### src/rtl/stt_pkg.sv
// Package for the source text tokenizer: lexer modes, token kinds, error codes.
// No dependencies.
`default_nettype none
package stt_pkg;
    localparam int LINE_BITS_DEF   = 16;
    localparam int COLUMN_BITS_DEF = 16;
    localparam int LENGTH_BITS_DEF = 16;
    localparam int KEYWORD_CHARS_DEF = 8;
    localparam int KIND_BITS = 6;
    localparam int ERR_BITS  = 2;

    typedef enum logic [3:0] {
        M_IDLE, M_LCOM, M_BCOM, M_BSTAR, M_SLASH, M_OPER,
        M_NUM, M_NDOT, M_NAME, M_STR, M_ESC
    } mode_t;

    localparam logic [1:0] ERR_NONE = 2'd0;
    localparam logic [1:0] ERR_BCOM = 2'd1;
    localparam logic [1:0] ERR_STR  = 2'd2;
    localparam logic [1:0] ERR_CHAR = 2'd3;

    localparam logic [5:0] K_EOF = 6'd0;
    localparam logic [5:0] K_INT = 6'd1;
    localparam logic [5:0] K_FLOAT = 6'd2;
    localparam logic [5:0] K_STRING = 6'd3;
    localparam logic [5:0] K_IDENT = 6'd4;
    localparam logic [5:0] K_KW0 = 6'd5;
    localparam logic [5:0] K_SLASHEQ = 6'd31;
    localparam logic [5:0] K_SLASH = 6'd32;

    function automatic logic is_digit(input logic [7:0] c);
        return c >= 8'h30 && c <= 8'h39;
    endfunction
    function automatic logic is_alpha(input logic [7:0] c);
        return (c >= 8'h61 && c <= 8'h7a) || (c >= 8'h41 && c <= 8'h5a);
    endfunction
    function automatic logic is_space(input logic [7:0] c);
        return c == 8'h20 || (c >= 8'd9 && c <= 8'd13);
    endfunction

    function automatic logic [5:0] single_kind(input logic [7:0] f);
        case (f)
            "+": return 6'd24;
            "-": return 6'd28;
            "*": return 6'd30;
            "=": return 6'd35;
            "!": return 6'd37;
            "<": return 6'd39;
            ">": return 6'd41;
            "&": return 6'd43;
            "|": return 6'd43;
            default: return 6'd0;
        endcase
    endfunction

    function automatic logic [5:0] pair_kind(input logic [7:0] f, input logic [7:0] s);
        case (f)
            "+": return s == "+" ? 6'd22 : (s == "=" ? 6'd23 : 6'd0);
            "-": return s == ">" ? 6'd25 : (s == "-" ? 6'd26 : (s == "=" ? 6'd27 : 6'd0));
            "*": return s == "=" ? 6'd29 : 6'd0;
            "=": return s == "=" ? 6'd34 : 6'd0;
            "!": return s == "=" ? 6'd36 : 6'd0;
            "<": return s == "=" ? 6'd38 : 6'd0;
            ">": return s == "=" ? 6'd40 : 6'd0;
            "&": return s == "&" ? 6'd42 : 6'd0;
            "|": return s == "|" ? 6'd44 : 6'd0;
            default: return 6'd0;
        endcase
    endfunction

    function automatic logic [5:0] lone_kind(input logic [7:0] c);
        case (c)
            "%": return 6'd33;
            "(": return 6'd45;
            ")": return 6'd46;
            "{": return 6'd47;
            "}": return 6'd48;
            ",": return 6'd49;
            ":": return 6'd50;
            ";": return 6'd51;
            default: return 6'd0;
        endcase
    endfunction

    // keyword table, 8 chars packed, first char in low byte
    localparam int NKW = 17;
    localparam logic [63:0] KW_WORD [NKW] = '{
        64'h000000000074656c, 64'h0000000000006e66, 64'h00006e7275746572,
        64'h0000000000006669, 64'h0000000065736c65, 64'h000000656c696877,
        64'h0000000000726f66, 64'h0000006b61657262, 64'h65756e69746e6f63,
        64'h000000746e697270, 64'h0000000065757274, 64'h00000065736c6166,
        64'h0000000000746e69, 64'h00000074616f6c66, 64'h000000006c6f6f62,
        64'h0000676e69727473, 64'h0000000064696f76
    };
    localparam logic [3:0] KW_LEN [NKW] = '{
        4'd3, 4'd2, 4'd6, 4'd2, 4'd4, 4'd5, 4'd3, 4'd5, 4'd8,
        4'd5, 4'd4, 4'd5, 4'd3, 4'd5, 4'd4, 4'd6, 4'd4
    };
endpackage
`default_nettype wire

### src/rtl/source_text_tokenizer.sv
// Source text tokenizer, top level.
// Channels: in (char_code, char_valid, end_of_source) with in_valid/in_stall;
// out (token fields, error_code, last_result) with out_valid/out_stall.
// One byte is taken per cycle while in_stall is low. Each accepted transaction is decoded by
// combinational logic against the registered lexer state and its results
// (up to three) go into a result queue of four entries; a transaction with no
// result changes only the state. Results enter the queue as the transaction is
// accepted. Throughput is one byte per cycle while results are taken; input
// stalls only when the queue has fewer than three free entries. A stalled
// output holds its transaction. Reset clears the lexer state to between tokens
// at line 1, column 1 and empties the queue. The keyword compare is a constant
// table lookup over the 8-byte name buffer; it is done when the name ends.
// Depends on stt_pkg.
`default_nettype none
module source_text_tokenizer #(
    parameter int LINE_BITS     = stt_pkg::LINE_BITS_DEF,
    parameter int COLUMN_BITS   = stt_pkg::COLUMN_BITS_DEF,
    parameter int LENGTH_BITS   = stt_pkg::LENGTH_BITS_DEF,
    parameter int KEYWORD_CHARS = stt_pkg::KEYWORD_CHARS_DEF
) (
    input  wire logic                   clk,
    input  wire logic                   rst_n,
    input  wire logic                   in_valid,
    output logic                        in_stall,
    input  wire logic [7:0]             char_code,
    input  wire logic                   char_valid,
    input  wire logic                   end_of_source,
    output logic                        out_valid,
    input  wire logic                   out_stall,
    output logic [stt_pkg::KIND_BITS-1:0] token_kind,
    output logic [LINE_BITS-1:0]        start_line,
    output logic [COLUMN_BITS-1:0]      start_column,
    output logic [LENGTH_BITS-1:0]      token_length,
    output logic [stt_pkg::ERR_BITS-1:0] error_code,
    output logic                        last_result
);
    import stt_pkg::*;

    localparam int KB = 8 * KEYWORD_CHARS;
    localparam int RW = KIND_BITS + LINE_BITS + COLUMN_BITS + LENGTH_BITS + ERR_BITS + 1;
    localparam logic [LINE_BITS-1:0]   LTOP = '1;
    localparam logic [COLUMN_BITS-1:0] CTOP = '1;
    localparam logic [LENGTH_BITS-1:0] NTOP = '1;

    mode_t                  mode_reg, mode_next;
    logic [LINE_BITS-1:0]   line_reg, line_next, tline_reg, tline_next;
    logic [COLUMN_BITS-1:0] col_reg, col_next, tcol_reg, tcol_next;
    logic [LENGTH_BITS-1:0] cnt_reg, cnt_next;
    logic [KB-1:0]          kw_reg, kw_next;
    logic                   flt_reg, flt_next, err_reg, err_next;

    logic [RW-1:0] q_mem [4];
    logic [1:0]    wr_reg, rd_reg;
    logic [2:0]    fill_reg;
    logic [RW-1:0] res [3];
    logic [1:0]    nres;
    logic          acc, pop;

    assign in_stall = fill_reg > 3'd1;
    assign acc = in_valid && !in_stall;
    assign out_valid = fill_reg != 3'd0;
    assign pop = out_valid && !out_stall;
    assign {token_kind, start_line, start_column, token_length, error_code, last_result}
        = q_mem[rd_reg];

    always_comb
    begin
        logic [7:0] c;
        logic       take;
        logic [5:0] k, kind;
        logic [COLUMN_BITS:0] dc;
        logic [RW-1:0] r [3];
        logic [1:0] n;
        logic       fl;
        c = char_code;
        mode_next = mode_reg; line_next = line_reg; col_next = col_reg;
        tline_next = tline_reg; tcol_next = tcol_reg; cnt_next = cnt_reg;
        kw_next = kw_reg; flt_next = flt_reg; err_next = err_reg;
        n = 2'd0;
        for (int i = 0; i < 3; i++) r[i] = '0;
        take = 1'b0;
        fl = 1'b0;
        k = 6'd0;
        kind = K_IDENT;
        for (int i = NKW - 1; i >= 0; i--)
            if (KW_LEN[i] <= KEYWORD_CHARS && cnt_reg == LENGTH_BITS'(KW_LEN[i])
                && kw_reg[63:0] == KW_WORD[i])
                kind = K_KW0 + 6'(i);
        dc = {1'b0, tcol_reg} + (COLUMN_BITS+1)'(cnt_reg);
        if (dc > {1'b0, CTOP}) dc = {1'b0, CTOP};

        if (!err_reg && char_valid) begin
            fl = 1'b0;
            case (mode_reg)
                M_LCOM: if (c == 8'h0a) mode_next = M_IDLE;
                M_BCOM: if (c == "*") mode_next = M_BSTAR;
                M_BSTAR:
                begin
                    if (c == "/") mode_next = M_IDLE;
                    else if (c != "*") mode_next = M_BCOM;
                end
                M_SLASH:
                begin
                    if (c == "/") mode_next = M_LCOM;
                    else if (c == "*") mode_next = M_BCOM;
                    else if (c == "=") begin
                        r[0] = {K_SLASHEQ, tline_reg, tcol_reg,
                                (cnt_reg == NTOP) ? cnt_reg : cnt_reg + 1'b1, ERR_NONE, 1'b0};
                        n = 2'd1; mode_next = M_IDLE;
                    end else begin
                        r[0] = {K_SLASH, tline_reg, tcol_reg, cnt_reg, ERR_NONE, 1'b0};
                        n = 2'd1; take = 1'b1;
                    end
                end
                M_OPER:
                begin
                    k = pair_kind(kw_reg[7:0], c);
                    if (k != 6'd0) begin
                        r[0] = {k, tline_reg, tcol_reg,
                                (cnt_reg == NTOP) ? cnt_reg : cnt_reg + 1'b1, ERR_NONE, 1'b0};
                        n = 2'd1; mode_next = M_IDLE;
                    end else begin
                        r[0] = {single_kind(kw_reg[7:0]), tline_reg, tcol_reg, cnt_reg,
                                ERR_NONE, 1'b0};
                        n = 2'd1; take = 1'b1;
                    end
                end
                M_NUM:
                begin
                    if (is_digit(c)) begin
                        if (cnt_reg != NTOP) cnt_next = cnt_reg + 1'b1;
                    end else if (c == "." && !flt_reg) mode_next = M_NDOT;
                    else if (c == "f" || c == "F") begin
                        r[0] = {K_FLOAT, tline_reg, tcol_reg,
                                (cnt_reg == NTOP) ? cnt_reg : cnt_reg + 1'b1, ERR_NONE, 1'b0};
                        n = 2'd1; mode_next = M_IDLE;
                    end else begin
                        r[0] = {flt_reg ? K_FLOAT : K_INT, tline_reg, tcol_reg, cnt_reg,
                                ERR_NONE, 1'b0};
                        n = 2'd1; take = 1'b1;
                    end
                end
                M_NDOT:
                begin
                    if (is_digit(c)) begin
                        flt_next = 1'b1; mode_next = M_NUM;
                        if (cnt_reg >= NTOP - 1'b1) cnt_next = NTOP;
                        else cnt_next = cnt_reg + 2'd2;
                    end else begin
                        r[0] = {K_INT, tline_reg, tcol_reg, cnt_reg, ERR_NONE, 1'b0};
                        r[1] = {K_EOF, tline_reg, dc[COLUMN_BITS-1:0], {LENGTH_BITS{1'b0}},
                                ERR_CHAR, 1'b0};
                        n = 2'd2; err_next = 1'b1; fl = 1'b1;
                    end
                end
                M_NAME:
                begin
                    if (is_alpha(c) || is_digit(c) || c == "_") begin
                        for (int i = 0; i < KEYWORD_CHARS; i++)
                            if (cnt_reg == LENGTH_BITS'(i)) kw_next[8*i +: 8] = c;
                        if (cnt_reg != NTOP) cnt_next = cnt_reg + 1'b1;
                    end else begin
                        r[0] = {kind, tline_reg, tcol_reg, cnt_reg, ERR_NONE, 1'b0};
                        n = 2'd1; take = 1'b1;
                    end
                end
                M_STR:
                begin
                    if (cnt_reg != NTOP) cnt_next = cnt_reg + 1'b1;
                    if (c == 8'h22) begin
                        r[0] = {K_STRING, tline_reg, tcol_reg,
                                (cnt_reg == NTOP) ? cnt_reg : cnt_reg + 1'b1, ERR_NONE, 1'b0};
                        n = 2'd1; mode_next = M_IDLE;
                    end else if (c == 8'h5c) mode_next = M_ESC;
                end
                M_ESC:
                begin
                    if (cnt_reg != NTOP) cnt_next = cnt_reg + 1'b1;
                    mode_next = M_STR;
                end
                default: take = 1'b1;
            endcase
            if (take) begin
                tline_next = line_reg; tcol_next = col_reg;
                cnt_next = LENGTH_BITS'(1);
                mode_next = M_IDLE;
                if (is_space(c)) begin
                end else if (c == "/") mode_next = M_SLASH;
                else if (is_digit(c)) begin
                    flt_next = 1'b0; mode_next = M_NUM;
                end else if (c == 8'h22) mode_next = M_STR;
                else if (is_alpha(c) || c == "_" || single_kind(c) != 6'd0) begin
                    kw_next = '0; kw_next[7:0] = c;
                    mode_next = (single_kind(c) != 6'd0) ? M_OPER : M_NAME;
                end else if (lone_kind(c) != 6'd0) begin
                    r[n] = {lone_kind(c), line_reg, col_reg, LENGTH_BITS'(1), ERR_NONE, 1'b0};
                    n = n + 1'b1;
                end else begin
                    r[n] = {K_EOF, line_reg, col_reg, {LENGTH_BITS{1'b0}}, ERR_CHAR, 1'b0};
                    n = n + 1'b1; err_next = 1'b1; fl = 1'b1;
                end
            end
            if (!fl) begin
                if (c == 8'h0a) begin
                    if (line_reg != LTOP) line_next = line_reg + 1'b1;
                    col_next = COLUMN_BITS'(1);
                end else if (col_reg != CTOP) col_next = col_reg + 1'b1;
            end
        end

        if (!err_next && end_of_source) begin
            fl = 1'b1;
            case (mode_next)
                M_BCOM, M_BSTAR:
                begin
                    r[n] = {K_EOF, tline_next, tcol_next, {LENGTH_BITS{1'b0}}, ERR_BCOM, 1'b0};
                    n = n + 1'b1; fl = 1'b0;
                end
                M_STR, M_ESC:
                begin
                    r[n] = {K_EOF, tline_next, tcol_next, {LENGTH_BITS{1'b0}}, ERR_STR, 1'b0};
                    n = n + 1'b1; fl = 1'b0;
                end
                M_NDOT:
                begin
                    r[n] = {K_INT, tline_next, tcol_next, cnt_next, ERR_NONE, 1'b0};
                    dc = {1'b0, tcol_next} + (COLUMN_BITS+1)'(cnt_next);
                    if (dc > {1'b0, CTOP}) dc = {1'b0, CTOP};
                    r[n+1] = {K_EOF, tline_next, dc[COLUMN_BITS-1:0], {LENGTH_BITS{1'b0}},
                              ERR_CHAR, 1'b0};
                    n = n + 2'd2; fl = 1'b0;
                end
                M_SLASH:
                begin
                    r[n] = {K_SLASH, tline_next, tcol_next, cnt_next, ERR_NONE, 1'b0};
                    n = n + 1'b1;
                end
                M_OPER:
                begin
                    r[n] = {single_kind(kw_next[7:0]), tline_next, tcol_next, cnt_next,
                            ERR_NONE, 1'b0};
                    n = n + 1'b1;
                end
                M_NUM:
                begin
                    r[n] = {flt_next ? K_FLOAT : K_INT, tline_next, tcol_next, cnt_next,
                            ERR_NONE, 1'b0};
                    n = n + 1'b1;
                end
                M_NAME:
                begin
                    // name buffer and length have changed here if the name was just started
                    // or extended; recompute the keyword match on next state
                    kind = K_IDENT;
                    for (int i = NKW - 1; i >= 0; i--)
                        if (KW_LEN[i] <= KEYWORD_CHARS && cnt_next == LENGTH_BITS'(KW_LEN[i])
                            && kw_next[63:0] == KW_WORD[i])
                            kind = K_KW0 + 6'(i);
                    r[n] = {kind, tline_next, tcol_next, cnt_next, ERR_NONE, 1'b0};
                    n = n + 1'b1;
                end
                default: ;
            endcase
            if (fl) begin
                r[n] = {K_EOF, line_next, col_next, {LENGTH_BITS{1'b0}}, ERR_NONE, 1'b0};
                n = n + 1'b1;
            end
        end
        if (end_of_source) begin
            mode_next = M_IDLE; line_next = LINE_BITS'(1); col_next = COLUMN_BITS'(1);
            tline_next = LINE_BITS'(1); tcol_next = COLUMN_BITS'(1); cnt_next = '0;
            kw_next = '0; flt_next = 1'b0; err_next = 1'b0;
        end
        if (n != 2'd0) r[n - 1'b1][0] = 1'b1;
        for (int i = 0; i < 3; i++) res[i] = r[i];
        nres = n;
    end

    always_ff @(posedge clk or negedge rst_n)
    begin
        if (!rst_n) begin
            mode_reg <= M_IDLE;
            line_reg <= LINE_BITS'(1);
            col_reg <= COLUMN_BITS'(1);
            tline_reg <= LINE_BITS'(1);
            tcol_reg <= COLUMN_BITS'(1);
            cnt_reg <= '0;
            kw_reg <= '0;
            flt_reg <= 1'b0;
            err_reg <= 1'b0;
            wr_reg <= '0;
            rd_reg <= '0;
            fill_reg <= '0;
        end else begin
            if (acc) begin
                mode_reg <= mode_next; line_reg <= line_next; col_reg <= col_next;
                tline_reg <= tline_next; tcol_reg <= tcol_next; cnt_reg <= cnt_next;
                kw_reg <= kw_next; flt_reg <= flt_next; err_reg <= err_next;
                wr_reg <= wr_reg + nres;
            end
            if (pop) rd_reg <= rd_reg + 1'b1;
            fill_reg <= fill_reg + (acc ? {1'b0, nres} : 3'd0) - {2'b0, pop};
        end
    end

    always_ff @(posedge clk)
    begin
        if (acc)
            for (int i = 0; i < 3; i++)
                if (2'(i) < nres) q_mem[wr_reg + 2'(i)] <= res[i];
    end
endmodule
`default_nettype wire

### config.mk
export PLATFORM = sky130hd
export DESIGN_NAME = source_text_tokenizer
export DESIGN_NICKNAME = d
export VERILOG_FILES = /design/src/rtl/stt_pkg.sv /design/src/rtl/source_text_tokenizer.sv
export SDC_FILE = /design/constraint.sdc
export NUM_CORES = 2
export LEC_CHECK = 0
export BUFFER_PORTS_ARGS = -buffer_cell sky130_fd_sc_hd__buf_2
export CORE_MARGIN = 3
export CORE_UTILIZATION = 25
export DETAILED_ROUTE_END_ITERATION = 8
export PLACE_DENSITY = 0.42
export SLEW_MARGIN = 20
export SYNTH_ARGS = -nofsm -noshare
export SYNTH_HDL_FRONTEND = slang
export SYNTH_SLANG_ARGS = --single-unit
### constraint.sdc
create_clock -name clk -period 24.3 [get_ports clk]
set_clock_uncertainty 0.1 [all_clocks]
set_input_delay 1.215 -clock clk [delete_from_list [all_inputs] [get_ports clk]]
set_output_delay 1.215 -clock clk [all_outputs]
set_load 0.005 [all_outputs]
==> summary.md <==
| Metric | Value |
|---|---|
| Layout cell share with drive strength beyond 1 | `11.62%` |
| Clock-pin slew reported for the worst setup and hold paths after clock tree synthesis | `60 ps` |
| Final-report max-slew violation count | `0` |
| Core outline area | `130,000 um^2` |
| Sum of overflow across all layers after global routing | `0` |
| Bufs on Longest Clock Path | `3` |
| Most numerous cell in the Yosys netlist | `nand2_1` |
| Critical path start-end classification | `in -> reg` |
| Final hold violation count | `0` |
| # port buffers | `72` |
| # Post-CTS Setup Buffers | `0` |
| Site Rows | `132` |
| Post-DRT Antenna Nets | `0` |
| Max Cap Violations | `0` |
| Worst-Margin Slew | `1170 ps` |
| Combined area of the multi-input logic cells | `20,560 um^2` |
| Crit share post-route | `37.70%` |
| Die X-Extent | `368.3 um` |
| Library cell occupying the most area in the post-synthesis netlist | `edfxtp_1` |
| Total CTS buffers | `52` |
| Number of buffers inserted for hold repair after clock tree synthesis | `0` |
| Power Density | `94.58 nW/um^2` |
| Effective utilization at floorplan | `25.25%` |
| # IOs | `73` |
| RD Place Congestion | `0.9647` |
| Outcome | `finished, final reports clean` |
| Crit path launch type | `input port` |
| Length of the first detailed-routing pass in iterations | `8` |
| Critical-path cell with the highest stage delay | `nor4_1` |
| Clock Tree Root | `clkbuf_16` |
| Count of distinct cell types in the synthesized netlist | `112` |
| Share of the yosys chip area belonging to registers | `32.85%` |
| Final sum of negative setup slack | `0 ps` |
| Dominant register cell in the synthesized netlist | `edfxtp_1` |
| All-layer global routing usage | `24.58%` |
| Number of flops mapped to enable cells by yosys | `228` |
| Vias in the first global route | `32,980` |
| Post-detailed-placement half-perimeter wirelength | `123,000 um` |
| Register bit count reported by yosys | `385` |
| Average detailed-routed wire length per instance | `31.04 um` |
| IR Drop Worst-Case VDD | `0.00007227 V` |
| Path type of the worst min-delay path | `reg -> reg` |
| Upper clock frequency limit | `109.2 MHz` |
| Resize count post-CTS | `0` |
| Area growth syn-to-layout | `12.21%` |
| CTS tree | `yes` |
| Vias | `35,480` |
| Storage element area | `10,790 um^2` |
| Total setup violations reported at the end of the flow | `0` |
| Setup repair after global routing missed its margin | `false` |
| Area share of the leading cell type in the synthesized netlist | `20.86%` |
| Post-route minimum period | `9161 ps` |
| Total detailed-routing wirelength | `174,100 um` |
| Leakage | `0.01240 uW` |
| Clock Sinks | `385` |
| Arrival time at the worst endpoint | `9490 ps` |
| Max reg flops | `228` |
| Maximum level of the CTS H-tree | `2` |
| Per-cell via count in the routed design | `6.326` |
| YS warnings | `0` |
| Fill count | `14,000` |
| Design Area, Final | `36,830 um^2` |
| Drt initial violations | `5,093` |
| WP data required | `24,630 ps` |
| Total placed instance area | `35,050 um^2` |
| CP max stage delay | `920 ps` |
| Wire length of the first global-routing pass | `249,900 um` |
| Clock network latency to the later pin of the worst-skew pair | `680 ps` |
| Antenna violations before repair | `2` |
| Post-synthesis instance area | `32,820 um^2` |
| Worst slew margin relative to its limit | `21.15%` |
| Top area cells in the synthesized netlist | `edfxtp_1 (21%), dfrtp_1 (12%), nand2_1 (5.3%)` |
| Kind of end point of the critical path | `flip-flop` |
| Post-synthesis async set-or-reset flop share | `40.78%` |
| Post-synthesis area per instance | `8.349 um^2` |
| Post-layout nets | `3,890` |
| Number of nets produced by synthesis | `4,000` |
| Die ar. | `135,700 um^2` |
| Die height | `368.3 um` |
| DRC violation count after routing | `0` |
| Cell-by-cell listing of the critical path | `buf_2 -> or4b_1 -> nor4_4 -> nor3_1 -> nor4_1 -> ha_1 -> a2111o_1 -> a221oi_2 -> inv_1 -> ha_1 -> a31o_2 -> nand2_1 -> nand2_1 -> ha_1 -> nor2_1 -> a22oi_2 -> a211oi_4 -> nand2_1 -> nand2_4 -> nor2_1 -> a221o_1` |
| Commonest cells post-synth | `nand2_1 (460), o21ai_0 (331), nor2_1 (279)` |
| Maximum fanout along the worst path | `39` |
| Syn Inst Count | `3,931` |
| Maximum number of pins on one net before global-route repair | `66` |
final timing paths:
kind / start / cells after the start / end / slack [ps]
worst max-delay path: char_code[5] / 21 / q_mem[3][30] / 15140
worst min-delay path: kw_reg[47] / 1 / kw_reg[47] / 380
worst max register to register: kw_reg[4] / 23 / q_mem[2][32] / 15420
worst min register to register: kw_reg[47] / 1 / kw_reg[47] / 380
max in group asynchronous: rst_n / 2 / kw_reg[61] / 22330
min in group asynchronous: rst_n / 1 / fill_reg[0] / 400
layout by cell type, fill, tap and decap left out, types with 36 or more instances in the layout:
cell | Yosys | layout
nand2_1 | 460 | 453
o21ai_0 | 331 | 331
nor2_1 | 279 | 271
a21oi_1 | 243 | 238
edfxtp_1 | 228 | 228
dfrtp_1 | 153 | 151
nand3_1 | 126 | 126
buf_4 | 3 | 119
a22oi_1 | 115 | 115
nor3_1 | 112 | 112
o22ai_1 | 101 | 101
nor4_1 | 75 | 74
nand4_1 | 73 | 73
o221ai_1 | 72 | 72
buf_2 | 59 | 72
inv_1 | 68 | 68
a22o_1 | 60 | 60
mux4_2 | 57 | 57
a221oi_1 | 57 | 56
mux2i_1 | 52 | 52
ha_1 | 52 | 52
clkbuf_16 | 0 | 52
a31oi_1 | 51 | 51
and2_1 | 44 | 43
a221o_1 | 42 | 42
o211ai_1 | 41 | 41
a2bb2oi_1 | 39 | 39
nand2b_1 | 37 | 36
and3_1 | 37 | 36
power breakdown:
group / total [uW] / leakage (uW) / internal, uW / switching [uW]
clock network: 811 / 0.000848 / 465 / 346
logic: 1770 / 0.00732 / 550 / 1220
registers: 900 / 0.00424 / 807 / 92.8
total: 3480 / 0.0124 / 1820 / 1660
routing by layer:
metal | global-route usage (%) | vias to the layer above | routed length (um)
li1 | - | 15220 | -
met4 | 8.874 | 4 | 7103
met1 | 34.88 | 17720 | 75400
met2 | 36.77 | 2178 | 74970
met5 | 0 | - | 27
met3 | 4.887 | 361 | 16590
cells by family after synthesis:
group	share of synthesized area (%)
AOI/OAI and AO/OA	30.64
xor gates and xnor gates	1.418
adders and majority gates	2.196
buffers and inverters	5.143
DFF	32.85
muxes	5.909
and+or+nand+nor	21.84
stage by stage:
step	hold WS, ps	instances	util, %	total power, uW	setup WS [ps]
floorplan	343.7	3931	-	1945	15050
global placement	365.0	5508	26.96	2649	14400
detailed placement	363.1	5509	26.97	2646	14290
CTS	382.2	5607	28.32	3467	15000
global route	412.5	5607	28.33	3640	14770
finish	382.9	5608	28.33	3483	15140
cell type report:
type | count | area share (%)
Antenna cell | 1 | 0.006795
Clock buffer | 61 | 3.652
Clock inverter | 37 | 1.145
Inverter | 71 | 0.7236
Multi-Input combinational cell | 3119 | 55.83
Sequential cell | 385 | 29.28
Tap cell | 1742 | 5.918
Timing Repair Buffer | 192 | 3.441
worst max-delay path: cells and delay by family:
family | cells | cell delay [ps]
AND/OR/NAND/NOR | 10 | 4030
AO/OA/AOI/OAI | 6 | 2470
adder cells (fa/ha/maj) | 3 | 1030
buffers and inverters | 2 | 690
Power figures use the tool's default switching activity.
